[config.mk]
export PLATFORM = sky130hd
export DESIGN_NAME = pe_base_relocation_engine
export DESIGN_NICKNAME = d
export VERILOG_FILES = /design/src/rtl/core/pbre_pkg.sv /design/src/rtl/core/pe_base_relocation_engine.sv /design/src/rtl/core/pbre_parse.sv /design/src/rtl/core/pbre_out_reg.sv
export SDC_FILE = /design/constraint.sdc
export NUM_CORES = 1
export LEC_CHECK = 0
export ABC_AREA = 1
export BUFFER_PORTS_ARGS = -buffer_cell sky130_fd_sc_hd__buf_2
export CORE_MARGIN = 3
export CORE_UTILIZATION = 25
export DETAILED_ROUTE_END_ITERATION = 7
export GPL_ROUTABILITY_DRIVEN = 0
export RECOVER_POWER = 100
export SLEW_MARGIN = 20
export SYNTH_ARGS = -nofsm -noshare
export SYNTH_HDL_FRONTEND = slang
export SYNTH_SLANG_ARGS = --single-unit
export TNS_END_PERCENT = 1
[constraint.sdc]
create_clock -name clk_i -period 10.97 [get_ports clk_i]
set_clock_uncertainty 0.05 [all_clocks]
set_input_delay 0.5485 -clock clk_i [delete_from_list [all_inputs] [get_ports clk_i]]
set_output_delay 0.5485 -clock clk_i [all_outputs]
set_load 0.05 [all_outputs]
[src/rtl/core/pbre_pkg.sv]
// ----------------------------------------------------------------------------
// PE base relocation engine package
// Shared widths, result kinds and the result record passed between stages.
// ----------------------------------------------------------------------------
package pbre_pkg;

  localparam int unsigned AddrW   = 32;
  localparam int unsigned HalfW   = 16;
  localparam int unsigned KindW   = 2;
  localparam int unsigned CountW  = 31;
  localparam int unsigned OffsetW = 12;

  localparam logic [KindW-1:0] KindPatch   = 2'd0;
  localparam logic [KindW-1:0] KindBadType = 2'd1;
  localparam logic [KindW-1:0] KindBadSize = 2'd2;

  localparam logic [3:0] TypeAbsolute = 4'd0;
  localparam logic [3:0] TypeHighLow  = 4'd3;

  localparam logic CfgIdxLoad = 1'b0;
  localparam logic CfgIdxPref = 1'b1;

  // Minimum legal block size: the eight byte block header.
  localparam logic [AddrW-1:0] MinBlockSize = 32'd8;

  typedef struct packed {
    logic             valid;
    logic [KindW-1:0] kind;
    logic [AddrW-1:0] patch_address;
    logic [AddrW-1:0] addend;
  } result_t;

endpackage

[src/rtl/core/pe_base_relocation_engine.sv]
// ----------------------------------------------------------------------------
// PE base relocation engine
// Parses a PE base relocation directory and emits HIGHLOW patch commands and error results.
// ----------------------------------------------------------------------------
// Takes one directory halfword per clock and gives its result, if any, in the
// next cycle through a single output register; a new halfword is taken in
// every cycle unless that register still holds a result the sink has not
// taken. Padding entries and block headers give no result; a bad entry type
// or a malformed block size gives one error result and stops the parser until
// a halfword arrives with the restart flag. While load_address equals
// preferred_base no results leave the block. Write the two address registers
// only while the stream is idle.
module pe_base_relocation_engine (
  input  logic                        clk_i,
  input  logic                        rst_ni,
  input  logic                        cfg_we_i,
  input  logic                        cfg_idx_i,
  input  logic [pbre_pkg::AddrW-1:0]  cfg_wdata_i,
  input  logic                        s_axis_tvalid_i,
  output logic                        s_axis_tready_o,
  input  logic [pbre_pkg::HalfW-1:0]  s_axis_tdata_i,   // [15:0] halfword
  input  logic                        s_axis_tuser_i,   // [0] restart
  output logic                        m_axis_tvalid_o,
  input  logic                        m_axis_tready_i,
  output logic [2*pbre_pkg::AddrW-1:0] m_axis_tdata_o,  // [31:0] patch_address, [63:32] addend
  output logic [pbre_pkg::KindW-1:0]  m_axis_tuser_o    // [1:0] kind
);

  logic [pbre_pkg::AddrW-1:0] load_address_q;
  logic [pbre_pkg::AddrW-1:0] preferred_base_q;
  logic                       in_accept;
  logic                       out_free;
  pbre_pkg::result_t          result;
  logic [pbre_pkg::AddrW-1:0] patch_address;
  logic [pbre_pkg::AddrW-1:0] addend;

  always_ff @(posedge clk_i or negedge rst_ni) begin
    if (!rst_ni) begin
      load_address_q   <= '0;
      preferred_base_q <= '0;
    end else if (cfg_we_i) begin
      unique case (cfg_idx_i)
        pbre_pkg::CfgIdxLoad: load_address_q   <= cfg_wdata_i;
        pbre_pkg::CfgIdxPref: preferred_base_q <= cfg_wdata_i;
        default: ;
      endcase
    end
  end

  assign s_axis_tready_o = out_free;
  assign in_accept       = s_axis_tvalid_i && out_free;

  pbre_parse u_parse (
    .clk_i            (clk_i),
    .rst_ni           (rst_ni),
    .accept_i         (in_accept),
    .restart_i        (s_axis_tuser_i),
    .halfword_i       (s_axis_tdata_i),
    .load_address_i   (load_address_q),
    .preferred_base_i (preferred_base_q),
    .result_o         (result)
  );

  pbre_out_reg u_out_reg (
    .clk_i           (clk_i),
    .rst_ni          (rst_ni),
    .load_i          (in_accept),
    .result_i        (result),
    .take_i          (m_axis_tready_i),
    .free_o          (out_free),
    .valid_o         (m_axis_tvalid_o),
    .kind_o          (m_axis_tuser_o),
    .patch_address_o (patch_address),
    .addend_o        (addend)
  );

  assign m_axis_tdata_o = {addend, patch_address};

  a_no_loss: assert property (@(posedge clk_i) disable iff (!rst_ni)
    (m_axis_tvalid_o && !m_axis_tready_i) |-> !s_axis_tready_o)
    else $error("input taken while a result is stalled");

  a_zero_delta: assert property (@(posedge clk_i) disable iff (!rst_ni)
    (load_address_q == preferred_base_q) |-> !result.valid)
    else $error("result formed with zero delta");

endmodule

[src/rtl/core/pbre_parse.sv]
// ----------------------------------------------------------------------------
// PE base relocation parser
// Walks the relocation directory one halfword per transaction and forms the
// patch or error result, if any, for the halfword.
// ----------------------------------------------------------------------------
module pbre_parse (
  input  logic                         clk_i,
  input  logic                         rst_ni,
  input  logic                         accept_i,
  input  logic                         restart_i,
  input  logic [pbre_pkg::HalfW-1:0]   halfword_i,
  input  logic [pbre_pkg::AddrW-1:0]   load_address_i,
  input  logic [pbre_pkg::AddrW-1:0]   preferred_base_i,
  output pbre_pkg::result_t            result_o
);

  localparam logic [2:0] PhPageLo = 3'd0;
  localparam logic [2:0] PhPageHi = 3'd1;
  localparam logic [2:0] PhSizeLo = 3'd2;
  localparam logic [2:0] PhSizeHi = 3'd3;
  localparam logic [2:0] PhEntry  = 3'd4;

  logic [2:0]                  phase_q, phase_d;
  logic [pbre_pkg::AddrW-1:0]  page_q, page_d;
  logic [pbre_pkg::HalfW-1:0]  size_lo_q, size_lo_d;
  logic [pbre_pkg::CountW-1:0] entries_q, entries_d;
  logic                        halted_q, halted_d;

  logic [2:0]                  phase_eff;
  logic [pbre_pkg::CountW-1:0] entries_eff;
  logic                        halted_eff;
  logic [pbre_pkg::AddrW-1:0]  size;
  logic [pbre_pkg::AddrW-1:0]  size_body;
  logic [pbre_pkg::CountW-1:0] entries_dec;
  logic [3:0]                  entry_type;
  logic [pbre_pkg::AddrW-1:0]  offset_ext;
  logic                        emit;
  logic                        delta_zero;
  pbre_pkg::result_t           res;

  assign phase_eff   = restart_i ? PhPageLo : phase_q;
  assign entries_eff = restart_i ? '0 : entries_q;
  assign halted_eff  = restart_i ? 1'b0 : halted_q;
  assign size        = {halfword_i, size_lo_q};
  assign size_body   = size - pbre_pkg::MinBlockSize;
  assign entries_dec = entries_eff - pbre_pkg::CountW'(1);
  assign entry_type  = halfword_i[pbre_pkg::HalfW-1 -: 4];
  assign offset_ext  = {{(pbre_pkg::AddrW-pbre_pkg::OffsetW){1'b0}},
                        halfword_i[pbre_pkg::OffsetW-1:0]};
  assign delta_zero  = (load_address_i == preferred_base_i);

  always_comb begin
    phase_d   = phase_eff;
    page_d    = page_q;
    size_lo_d = size_lo_q;
    entries_d = entries_eff;
    halted_d  = halted_eff;
    emit      = 1'b0;
    res.kind          = pbre_pkg::KindPatch;
    res.patch_address = '0;
    res.addend        = '0;
    if (!halted_eff) begin
      unique case (phase_eff)
        PhPageHi: begin
          page_d  = {halfword_i, page_q[pbre_pkg::HalfW-1:0]};
          phase_d = PhSizeLo;
        end
        PhSizeLo: begin
          size_lo_d = halfword_i;
          phase_d   = PhSizeHi;
        end
        PhSizeHi: begin
          if (size < pbre_pkg::MinBlockSize || size[0]) begin
            halted_d  = 1'b1;
            phase_d   = PhPageLo;
            entries_d = '0;
            emit      = 1'b1;
            res.kind  = pbre_pkg::KindBadSize;
          end else begin
            entries_d = size_body[pbre_pkg::AddrW-1:1];
            phase_d   = (size_body[pbre_pkg::AddrW-1:1] != '0) ? PhEntry : PhPageLo;
          end
        end
        PhEntry: begin
          entries_d = entries_dec;
          if (entries_dec == '0) begin
            phase_d = PhPageLo;
          end
          if (entry_type == pbre_pkg::TypeAbsolute) begin
            emit = 1'b0;
          end else if (entry_type == pbre_pkg::TypeHighLow) begin
            emit              = 1'b1;
            res.patch_address = load_address_i + page_q + offset_ext;
            res.addend        = load_address_i - preferred_base_i;
          end else begin
            halted_d  = 1'b1;
            phase_d   = PhPageLo;
            entries_d = '0;
            emit      = 1'b1;
            res.kind  = pbre_pkg::KindBadType;
          end
        end
        default: begin
          // page low half; an impossible phase code lands here too
          page_d  = {{pbre_pkg::HalfW{1'b0}}, halfword_i};
          phase_d = PhPageHi;
        end
      endcase
    end
    res.valid = emit && !delta_zero;
  end

  assign result_o = res;

  always_ff @(posedge clk_i or negedge rst_ni) begin
    if (!rst_ni) begin
      phase_q   <= PhPageLo;
      page_q    <= '0;
      size_lo_q <= '0;
      entries_q <= '0;
      halted_q  <= 1'b0;
    end else if (accept_i) begin
      phase_q   <= phase_d;
      page_q    <= page_d;
      size_lo_q <= size_lo_d;
      entries_q <= entries_d;
      halted_q  <= halted_d;
    end
  end

  a_halt_silent: assert property (@(posedge clk_i) disable iff (!rst_ni)
    (halted_q && !restart_i) |-> !result_o.valid)
    else $error("halted parser produced a result");

  a_halt_phase: assert property (@(posedge clk_i) disable iff (!rst_ni)
    halted_q |-> (phase_q == PhPageLo && entries_q == '0))
    else $error("halted parser left parse state behind");

endmodule

[src/rtl/core/pbre_out_reg.sv]
// ----------------------------------------------------------------------------
// PE base relocation result register
// Holds one result until the downstream side takes it.
// ----------------------------------------------------------------------------
module pbre_out_reg (
  input  logic                        clk_i,
  input  logic                        rst_ni,
  input  logic                        load_i,
  input  pbre_pkg::result_t           result_i,
  input  logic                        take_i,
  output logic                        free_o,
  output logic                        valid_o,
  output logic [pbre_pkg::KindW-1:0]  kind_o,
  output logic [pbre_pkg::AddrW-1:0]  patch_address_o,
  output logic [pbre_pkg::AddrW-1:0]  addend_o
);

  logic                       valid_q, valid_d;
  logic [pbre_pkg::KindW-1:0] kind_q;
  logic [pbre_pkg::AddrW-1:0] addr_q;
  logic [pbre_pkg::AddrW-1:0] addend_q;

  assign free_o = !valid_q || take_i;

  always_comb begin
    valid_d = valid_q;
    if (load_i) begin
      valid_d = result_i.valid;
    end else if (take_i) begin
      valid_d = 1'b0;
    end
  end

  always_ff @(posedge clk_i or negedge rst_ni) begin
    if (!rst_ni) begin
      valid_q <= 1'b0;
    end else begin
      valid_q <= valid_d;
    end
  end

  always_ff @(posedge clk_i) begin
    if (load_i && result_i.valid) begin
      kind_q   <= result_i.kind;
      addr_q   <= result_i.patch_address;
      addend_q <= result_i.addend;
    end
  end

  assign valid_o         = valid_q;
  assign kind_o          = kind_q;
  assign patch_address_o = addr_q;
  assign addend_o        = addend_q;

  a_load_shows: assert property (@(posedge clk_i) disable iff (!rst_ni)
    (load_i && result_i.valid) |=> valid_q)
    else $error("loaded result not presented");

  a_error_zero: assert property (@(posedge clk_i) disable iff (!rst_ni)
    (valid_q && kind_q != pbre_pkg::KindPatch) |-> (addr_q == '0 && addend_q == '0))
    else $error("error result carries a nonzero payload");

endmodule
==> results of run 1 <==
registers in the layout, indices dropped and copies added (netlist names):
register	flops
u_out_reg.valid_o	1
u_parse.entries_q	31
u_parse.phase_q	3
u_parse.size_lo_q	16
load_address_q	32
u_out_reg.patch_address_o	32
u_out_reg.kind_o	2
preferred_base_q	32
u_parse.halted_q	1
u_out_reg.addend_o	32
u_parse.page_q	32
how the worst min path moves through the flow:
stage	slack, ns	depth (start not counted)	startpoint	end
5_1_grt	0.23	3	cfg_wdata_i[0]	load_address_q[0]$_DFFE_PN0P_
3_3_place_gp	0.42	2	preferred_base_q[4]$_DFFE_PN0P_	preferred_base_q[4]$_DFFE_PN0P_
4_1_cts	0.007	1	rst_ni	u_parse.entries_q[17]$_DFFE_PN0P_
2_1_floorplan	0.20	0	rst_ni	load_address_q[0]$_DFFE_PN0P_
6_report	0.21	3	cfg_wdata_i[12]	preferred_base_q[12]$_DFFE_PN0P_
3_5_place_dp	0.42	2	preferred_base_q[9]$_DFFE_PN0P_	preferred_base_q[9]$_DFFE_PN0P_
routing by layer:
layer,vias up,part of all wire
li1,6630,-
met1,6180,0.45
met2,382,0.45
met3,82,0.071
met4,10,0.027
met5,-,0.0014
report_power, final:
group | switching (mW) | leakage [nW] | internal [mW] | total [mW]
Sequential | 0.132 | 2.57 | 0.944 | 1.08
Combinational | 0.838 | 4.75 | 0.409 | 1.25
Clock | 0.363 | 0.425 | 0.513 | 0.876
stage by stage:
step / utilization / power, mW
3_5_place_dp: 0.280 / 2.32
6_report: 0.292 / 3.20
2_1_floorplan: - / 1.97
5_1_grt: 0.292 / 3.44
4_1_cts: 0.296 / 3.22
3_3_place_gp: 0.280 / 2.31
kinds of logic after synthesis:
kind of cell | share of synthesized area
simple gates | 0.224
buf+inv | 0.0818
compound gates | 0.194
fa+ha+maj | 0.0911
xor+xnor | 0.0198
flops | 0.389
critical path: stages:
cell and delay, ns:
clkbuf_1 0.33, clkinvlp_2 1.76, nand4_1 0.86, nor2_1 0.14
nand3_1 0.09, clkbuf_1 1.51, inv_1 0.91, clkbuf_1 0.55
o21ai_0 0.20, a21oi_1 0.07
final cells by class:
class / count / area [um2] / share of cell area
antenna: 5 / 12.5 / 0.000749
clock buffer: 38 / 768 / 0.0460
clock inverter: 10 / 101 / 0.00606
inverter: 254 / 955 / 0.0571
multi-input combinational: 1399 / 7680 / 0.460
sequential: 214 / 5690 / 0.340
tap: 756 / 946 / 0.0566
timing repair buffer: 131 / 561 / 0.0335
cells in the mapped netlist, drive strengths merged, types with 9 or more instances:
| master | instances | area share |
|---|---|---|
| ha | 84 | 0.072 |
| o21bai | 9 | 0.0046 |
| nand2 | 435 | 0.12 |
| inv | 254 | 0.066 |
| nand3 | 81 | 0.029 |
| fa | 14 | 0.019 |
| a21oi | 178 | 0.061 |
| nor3 | 10 | 0.0045 |
| dfrtp | 148 | 0.25 |
| xor2 | 26 | 0.016 |
| o21ai | 217 | 0.079 |
| nor2 | 211 | 0.060 |
| buf | 16 | 0.0078 |
| edfxtp | 66 | 0.14 |
| clkbuf | 33 | 0.0085 |
| o21a | 29 | 0.015 |
| nand4 | 18 | 0.0077 |
==> insert_results.sql, run 1 <==
INSERT INTO impl_metrics (metric_group, metric, value, unit) VALUES
('global_routing', 'grt_first_pass_wirelength', '70900', 'um'),
('synthesis', 'syn-mean-instance-area', '7.63', 'um2'),
('global_routing', 'gr_util_all_layers', '0.147', ''),
('die', 'initial_core_util', '0.256', ''),
('sta', 'finalWorstSetupSlack', '4.16', 'ns'),
('layout', 'most-common-layout-cells', 'nand2_1, inv_1, nor2_1, o21ai_0, a21oi_1', ''),
('die', 'io_pins', '123', ''),
('sta', 'final_min_period_over_clock_period', '0.621', ''),
('run_status', 'outcome', 'finished with violations', ''),
('cts', 'clkSinkCount', '214', ''),
('sta', 'fin_crit', '6.81', 'ns'),
('hold_path', 'hold_path.class', 'in -> reg', ''),
('global_routing', 'use_met2', '0.239', ''),
('job', 'max_cap_viol_count', '6', ''),
('critical_path', 'setup.worst_path.end_class', 'flip-flop', ''),
('routing', 'route.vias.total', '13300', ''),
('synthesis', 'synth_area', '0.0146', 'mm2'),
('global_routing', 'groute.layer.met3.usage', '0.0300', ''),
('layout', 'fin_area', '0.0167', 'mm2'),
('synthesis', 'synthesis.nets', '2069', ''),
('critical_path', 'endpoint', 'u_out_reg.patch_address_o[12]$_SDFFCE_PP0P_', ''),
('synthesis', 'synth-seq-cells', '214', ''),
('sta', 'final_max_slew_viol_count', '354', ''),
('critical_path', 'timing.reg2reg.setup_slack', '5.33', 'ns'),
('sta', 'fin_worst_hold_slack', '0.208', 'ns'),
('critical_path', 'cp_data_required_time', '11.20', 'ns'),
('global_routing', 'grt_max_degree', '76', ''),
('routing', 'drcViolationCount', '0', ''),
('die', 'die-height', '248', 'um'),
('cts', 'ctsHtreeMaxLevel', '1', ''),
('global_routing', 'met1_routing_resource_usage_after_global_routing', '0.196', ''),
('die', 'core-area', '0.0571', 'mm2'),
('layout', 'final_cells', '2807', ''),
('routing', 'avg_wl_per_cell', '16.2', 'um'),
('power_and_ir_drop', 'leakage', '7.75', 'nW'),
('cts', 'cts_resized', '0', ''),
('cts', 'cts_inserted_buffers', '26', ''),
('power_and_ir_drop', 'powerDensity', '191', 'mW/mm2'),
('sta', 'max_slew.worst_pin.slew', '4.42', 'ns'),
('routing', 'first_pass_iters', '6', ''),
('sta', 'slew-limit-headroom', '-1.95', ''),
('critical_path', 'worst-endpoint-arrival', '7.04', 'ns'),
('synthesis', 'yosysUniqueCellTypes', '60', ''),
('global_routing', 'vias_in_the_first_global_route', '12500', ''),
('placed_design', 'pre_cts_ws', '7.28', 'ns'),
('run_status', 'violations', 'max-capacitance violations, max-slew violations', ''),
('routing', 'drt_iter0_markers', '968', ''),
('cts', 'clk_pin_slew', '0.06', 'ns'),
('synthesis', 'synth.yosys.warnings', '0', ''),
('cts', 'clock_path_buffers', '3', ''),
('critical_path', 'startpoint_type', 'primary input', ''),
('layout', 'syn_to_final_growth', '14.4', '%'),
('synthesis', 'synth_seq_area_share', '0.389', ''),
('layout', 'final_common_cell', 'nand2_1', ''),
('placed_design', 'post-place-cells', '2754', ''),
('sta', 'fmax', '147', 'MHz'),
('synthesis', 'async_flop_share', '0.692', ''),
('routing', 'wl', '45600', 'um'),
('routing', 'avgViaCountPerCell', '4.73', ''),
('critical_path', 'regToRegEndpoint', 'u_out_reg.patch_address_o[4]$_SDFFCE_PP0P_', ''),
('layout', 'layout.nets', '2179', ''),
('placed_design', 'postPlaceCellArea', '0.0160', 'mm2'),
('cts', 'clk_root_buf', 'clkbuf_16', ''),
('layout', 'final_layout_size_suffix_gt1_frac', '0.0709', ''),
('die', 'die_width', '248', 'um'),
('cts', 'cts_tree', 'done', ''),
('die', 'placement_rows', '87', ''),
('sta', 'final-setup-viol-count', '0', ''),
('cts', 'cts_setup_buffers', '0', ''),
('sta', 'hold_viol_final', '0', ''),
('synthesis', 'dominantRegCellSynth', 'dfrtp_1', '');
No activity file was read; power rests on OpenSTA's default activity.
==> run 2, diff against run 1 <==
clock period = 7 ns   (was 10.97 ns; I/O delays follow)
==> run 2 against run 1 <==
The run still ends with max-capacitance violations, max-slew violations left; worst setup slack got worse by 2.0 ns; global-route usage rose by 0.13 points; total power rose by 56%; sequential cell count did not move; clock power rose by 51%; via count fell by 0.20%; largest power group unchanged.
==> insert_results.sql, run 2 (synthesis gave the netlist of run 1 again) <==
INSERT INTO impl_metrics (metric_group, metric, value, unit) VALUES
('hold_path', 'hold_path.class', 'in -> reg', ''),
('sta', 'max_slew.worst_pin.slew', '3.78', 'ns'),
('job', 'max_cap_viol_count', '5', ''),
('sta', 'final_min_period_over_clock_period', '0.697', ''),
('sta', 'grt_setup_unrepaired', 'no', ''),
('global_routing', 'antenna_found_initial', '8', ''),
('global_routing', 'gr_util_all_layers', '0.148', ''),
('die', 'io_pins', '123', ''),
('power_and_ir_drop', 'power.ir.vdd_worst', '0.158', 'mV'),
('layout', 'final_common_cell', 'nand2_1', ''),
('die', 'core-area', '0.0571', 'mm2'),
('layout', 'layout.filler_cells', '6223', ''),
('routing', 'count_of_nets_left_with_antenna_violations_after_detail_routing', '0', ''),
('critical_path', 'timing_worst_setup_path_type', 'reg -> reg', ''),
('cts', 'cts_inserted_buffers', '25', ''),
('cts', 'clkSinkCount', '214', ''),
('cts', 'cts_resized', '0', ''),
('critical_path', 'path_common_cell', 'nand2_1', ''),
('sta', 'timing.setup.tns', '0', 'ns'),
('sta', 'finalWorstSetupSlack', '2.12', 'ns'),
('layout', 'syn_to_final_growth', '14.5', '%'),
('run_status', 'outcome', 'finished with violations', ''),
('sta', 'fmax', '205', 'MHz'),
('critical_path', 'worst-endpoint-arrival', '5.02', 'ns'),
('die', 'die_width', '248', 'um'),
('critical_path', 'crit_family', 'simple AND/OR/NAND/NOR gates', ''),
('run_status', 'violations', 'max-capacitance violations, max-slew violations', ''),
('cts', 'cts_tree', 'done', ''),
('cts', 'ctsHtreeMaxLevel', '1', ''),
('cts', 'clk_latency', '0.56', 'ns'),
('routing', 'first_pass_iters', '5', ''),
('routing', 'route.vias.total', '13300', ''),
('cts', 'clk_pin_slew', '0.06', 'ns'),
('routing', 'avg_wl_per_cell', '16.5', 'um'),
('routing', 'drt_iter0_markers', '1077', ''),
('layout', 'layout.nets', '2180', ''),
('layout', 'final_layout_size_suffix_gt1_frac', '0.0753', ''),
('sta', 'final_max_slew_viol_count', '258', ''),
('global_routing', 'grt_first_pass_wirelength', '71400', 'um'),
('power_and_ir_drop', 'powerDensity', '298', 'mW/mm2'),
('die', 'placement_rows', '87', ''),
('placed_design', 'io_buffer_count', '122', ''),
('cts', 'clk_root_buf', 'clkbuf_16', ''),
('layout', 'multiInputGateArea', '0.00772', 'mm2'),
('sta', 'final-setup-viol-count', '0', ''),
('global_routing', 'grt_max_degree', '82', ''),
('sta', 'fin_crit', '4.88', 'ns'),
('critical_path', 'cp_cell_sequence', 'nand2_1, nand2_1, clkbuf_1, nor2_2, nand2_1, nor2_1, buf_4', ''),
('routing', 'wl', '46200', 'um'),
('placed_design', 'dpl_hpwl', '35700', 'um'),
('global_routing', 'vias_in_the_first_global_route', '12600', ''),
('layout', 'final_cells', '2803', ''),
('layout', 'register_area', '0.00569', 'mm2'),
('sta', 'hold_viol_final', '0', ''),
('critical_path', 'critPathSlowestCell', 'nor2_1', ''),
('critical_path', 'startpoint_type', 'flip-flop', ''),
('critical_path', 'timing.critical_path.slowest_cell_delay', '1.56', 'ns'),
('routing', 'avgViaCountPerCell', '4.73', ''),
('layout', 'final_core_utilization', '0.293', ''),
('critical_path', 'critPathMaxFanout', '43', ''),
('die', 'initial_core_util', '0.256', ''),
('critical_path', 'setup.worst_path.end_class', 'flip-flop', ''),
('cts', 'clock_path_buffers', '3', ''),
('placed_design', 'post-place-cells', '2754', ''),
('sta', 'slew-limit-headroom', '-1.52', ''),
('critical_path', 'cp.buffers_inverters', '2', ''),
('placed_design', 'pre_cts_ws', '3.57', 'ns'),
('global_routing', 'grt-ovfl-total', '0', ''),
('routing', 'drcViolationCount', '0', ''),
('die', 'die-height', '248', 'um'),
('die', 'die_area', '0.0614', 'mm2'),
('critical_path', 'cp_data_required_time', '7.14', 'ns'),
('power_and_ir_drop', 'leakage', '7.77', 'nW'),
('layout', 'most-common-layout-cells', 'nand2_1, inv_1, nor2_1, o21ai_0, a21oi_1', '');
run 2: cell types whose count changed in the layout (fill, tap and decap cells not counted), sizes merged:
cell	change
inv	+2
dlygate4sd3	+2
clkinv	+2
clkbuf	-8
diode	-2
buf	+2
clkinvlp	-2
run 2: report_power, final:
part,leakage [nW],internal (mW),switching (mW),total (mW)
Combinational,4.79,0.645,1.32,1.97
Sequential,2.57,1.48,0.209,1.69
Clock,0.416,0.760,0.560,1.32
run 2: routing by layer:
layer  GRT usage  wire length [um]  up-vias
met5           0                53        -
met4      0.0524              1410        8
met3      0.0263              2960       77
met2       0.239             20800      376
met1       0.199             20900     6173
li1            -                 -     6624
run 2: what timing repair did:
item                                   4_1_cts  5_1_grt
hold buffers                                 2        0
setup buffers                                0        0
endpoints found under the hold margin       81        0
run 2: final cells by class:
type	instances	area share
diodes	3	0.000449
clock buffers	32	0.0426
clock inverters	12	0.00628
inverters	254	0.0573
multi-input cells	1399	0.462
flip-flops and latches	214	0.340
well taps	756	0.0565
repair buffers	133	0.0354
run 2: worst register-to-register path, delay by kind of cell, from the launching register on:
family | cells | cell delay (ns)
buffers and inverters | 2 | 1.33
flip-flops | 1 | 0.37
AND/OR/NAND/NOR | 5 | 2.69
run 2: final timing paths:
check                                              startpoint                                         end  slack, ns  cells past startpoint
worst min-delay path                           cfg_wdata_i[3]               load_address_q[3]$_DFFE_PN0P_       0.03                      3
min in group asynchronous                              rst_ni           u_parse.entries_q[19]$_DFFE_PN0P_       0.37                      2
worst min register to register  load_address_q[0]$_DFFE_PN0P_               load_address_q[0]$_DFFE_PN0P_       0.43                      2
max in group asynchronous                              rst_ni             preferred_base_q[4]$_DFFE_PN0P_       2.42                      3
worst max register to register  u_out_reg.valid_o$_DFFE_PN0P_  u_out_reg.patch_address_o[2]$_SDFFCE_PP0P_       2.12                      7
worst max-delay path            u_out_reg.valid_o$_DFFE_PN0P_  u_out_reg.patch_address_o[2]$_SDFFCE_PP0P_       2.12                      7
run 2: metrics by stage:
stage / hold WS, ns / instance area [um2] / total power [mW]
2_1_floorplan: 0.00441 / 14600 / 3.09
3_3_place_gp: 0.408 / 16000 / 3.63
3_5_place_dp: 0.410 / 16000 / 3.64
4_1_cts: 0.00437 / 16900 / 4.99
5_1_grt: 0.0411 / 16700 / 5.35
6_report: 0.0308 / 16700 / 4.98
==> run 3, diff against run 2 <==
clock period = 4.95 ns   (was 7 ns; I/O delays follow)
==> run 3 against run 2 <==
The run still ends with max-capacitance violations, max-slew violations left; clock power increased by 52%; first-iteration DRC count increased by 10%; non-clock buffer count increased by 38; via count increased by 0.35%; core utilization increased by 0.80 points; sequential share of layout area decreased by 0.90 points; largest power group unchanged.
==> insert_results.sql, run 3 (synthesis gave the netlist of run 1 again) <==
INSERT INTO impl_metrics (metric_group, metric, value, unit) VALUES
('global_routing', 'vias_in_the_first_global_route', '12700', ''),
('global_routing', 'gr_util_all_layers', '0.151', ''),
('routing', 'drcViolationCount', '0', ''),
('critical_path', 'cp_cell_sequence', 'dlygate4sd3_1, clkbuf_1, inv_1, fa_1, inv_1, ha_1, inv_1, fa_1, o21a_1, o21ai_0, inv_1, o21ai_0, nand2_1, nand2_1, inv_1, o21ai_0, nand2_1, nand2_1, nor2_1', ''),
('cts', 'ctsHtreeMaxLevel', '1', ''),
('sta', 'max_slew.worst_pin.slew', '2.55', 'ns'),
('sta', 'slew-limit-headroom', '-0.702', ''),
('routing', 'count_of_nets_left_with_antenna_violations_after_detail_routing', '0', ''),
('sta', 'grt_setup_unrepaired', 'no', ''),
('die', 'placement_rows', '87', ''),
('critical_path', 'timing.critical_path.slowest_cell_delay', '0.55', 'ns'),
('placed_design', 'pre_cts_ws', '1.62', 'ns'),
('critical_path', 'crit_family', 'compound AO/OA/AOI/OAI gates', ''),
('die', 'core-area', '0.0571', 'mm2'),
('layout', 'final_cells', '2846', ''),
('layout', 'final_core_utilization', '0.301', ''),
('global_routing', 'grt_first_pass_wirelength', '72900', 'um'),
('run_status', 'violations', 'max-capacitance violations, max-slew violations', ''),
('critical_path', 'setup.worst_path.end_class', 'flip-flop', ''),
('sta', 'finalWorstSetupSlack', '1.05', 'ns'),
('placed_design', 'dpl_hpwl', '35900', 'um'),
('global_routing', 'antenna_found_initial', '6', ''),
('critical_path', 'cp.buffers_inverters', '7', ''),
('critical_path', 'worst-endpoint-arrival', '4.15', 'ns'),
('hold_path', 'hold_path.class', 'in -> reg', ''),
('routing', 'avg_wl_per_cell', '16.4', 'um'),
('cts', 'cts_inserted_buffers', '26', ''),
('critical_path', 'startpoint_type', 'primary input', ''),
('critical_path', 'critPathMaxFanout', '5', ''),
('sta', 'final-setup-viol-count', '0', ''),
('cts', 'clkSinkCount', '214', ''),
('critical_path', 'timing_worst_setup_path_type', 'in -> reg', ''),
('critical_path', 'timing.reg2reg.setup_slack', '1.21', 'ns'),
('layout', 'syn_to_final_growth', '17.6', '%'),
('routing', 'drt_iter0_markers', '1189', ''),
('critical_path', 'critPathSlowestCell', 'dlygate4sd3_1', ''),
('routing', 'first_pass_iters', '8', ''),
('die', 'io_pins', '123', ''),
('layout', 'layout.nets', '2219', ''),
('global_routing', 'grt_max_degree', '68', ''),
('sta', 'fin_crit', '3.90', 'ns'),
('cts', 'cts_setup_buffers', '0', ''),
('layout', 'layout.filler_cells', '6197', ''),
('die', 'initial_core_util', '0.256', ''),
('global_routing', 'grt-ovfl-total', '0', ''),
('routing', 'wl', '46600', 'um'),
('layout', 'final_common_cell', 'nand2_1', ''),
('job', 'max_cap_viol_count', '5', ''),
('power_and_ir_drop', 'leakage', '7.96', 'nW'),
('cts', 'cts_tree', 'done', ''),
('cts', 'clock_path_buffers', '3', ''),
('die', 'die_width', '248', 'um'),
('cts', 'cts_resized', '0', ''),
('die', 'die_area', '0.0614', 'mm2'),
('layout', 'most-common-layout-cells', 'nand2_1, inv_1, nor2_1, o21ai_0, a21oi_1', ''),
('placed_design', 'post-place-cells', '2757', ''),
('routing', 'route.vias.total', '13300', ''),
('placed_design', 'io_buffer_count', '122', ''),
('sta', 'fmax', '256', 'MHz'),
('routing', 'avgViaCountPerCell', '4.67', ''),
('cts', 'clk_pin_slew', '0.06', 'ns'),
('power_and_ir_drop', 'powerDensity', '418', 'mW/mm2'),
('sta', 'final_max_slew_viol_count', '248', ''),
('sta', 'timing.setup.tns', '0', 'ns'),
('cts', 'clk_root_buf', 'clkbuf_16', ''),
('power_and_ir_drop', 'power.ir.vdd_worst', '0.234', 'mV'),
('sta', 'final_min_period_over_clock_period', '0.788', ''),
('sta', 'fin_worst_hold_slack', '0.0139', 'ns'),
('critical_path', 'cp_data_required_time', '5.20', 'ns'),
('critical_path', 'path_common_cell', 'inv_1', ''),
('cts', 'clk_latency', '0.56', 'ns'),
('die', 'die-height', '248', 'um'),
('layout', 'final_layout_size_suffix_gt1_frac', '0.0738', ''),
('run_status', 'outcome', 'finished with violations', ''),
('sta', 'hold_viol_final', '0', '');
==> run 3: cell count changes in the layout (fill, tap and decap cells not counted), sizes merged <==
cell         delta
bufinv          +1
clkbuf          +2
clkinv          +3
clkinvlp        +1
diode           +1
dlygate4sd3    +35
==> run 3: final cells by class <==
cell class | count | area [um2] | share of cell area
multi-input cells | 1399 | 7720 | 0.449
flip-flops and latches | 214 | 5690 | 0.331
repair buffers | 171 | 961 | 0.0559
inverters | 254 | 958 | 0.0558
well taps | 756 | 946 | 0.0550
clock buffers | 31 | 743 | 0.0433
clock inverters | 17 | 158 | 0.00917
diodes | 4 | 10.0 | 0.000583
==> run 3: worst min-delay path: cells and delay by family <==
| kind | cells | cell delay, ns |
|---|---|---|
| AOI/OAI and AO/OA | 1 | 0.10 |
| buffers and inverters | 2 | 0.22 |
==> run 3: layer usage <==
metal  share of wire  global-route usage  vias up
li1                -                   -     6699
met1            0.46               0.203     6179
met2            0.45               0.247      349
met3           0.063              0.0303       74
met4           0.026              0.0412        4
met5         0.00056                   0        -
==> run 3: stage by stage <==
stage	power (mW)	instance area, um2
CTS	7.21	17300
floorplan	4.37	14600
global route	7.71	17200
global placement	5.15	16000
detailed placement	5.15	16000
finish	7.17	17200
==> run 3: path summary, 6_finish.rpt <==
kind / to / start / cells past startpoint
max reg2reg: u_out_reg.patch_address_o[21]$_SDFFCE_PP0P_ / load_address_q[1]$_DFFE_PN0P_ / 15
min: load_address_q[17]$_DFFE_PN0P_ / cfg_wdata_i[17] / 3
min reg2reg: load_address_q[0]$_DFFE_PN0P_ / load_address_q[0]$_DFFE_PN0P_ / 2
max: u_out_reg.patch_address_o[21]$_SDFFCE_PP0P_ / s_axis_tdata_i[0] / 19
max in group asynchronous: preferred_base_q[24]$_DFFE_PN0P_ / rst_ni / 3
min in group asynchronous: u_parse.entries_q[27]$_DFFE_PN0P_ / rst_ni / 2
==> run 3: power breakdown <==
group          switching [mW]  internal, mW
sequential              0.287          2.09
combinational            1.87         0.928
clock                   0.821          1.18
total                    2.97          4.20
==> run 3: timing repair <==
action / 4_1_cts / 5_1_grt
hold buffers: 37 / 0
setup endpoints to repair: 0 / 0
hold endpoints to repair: 132 / 0
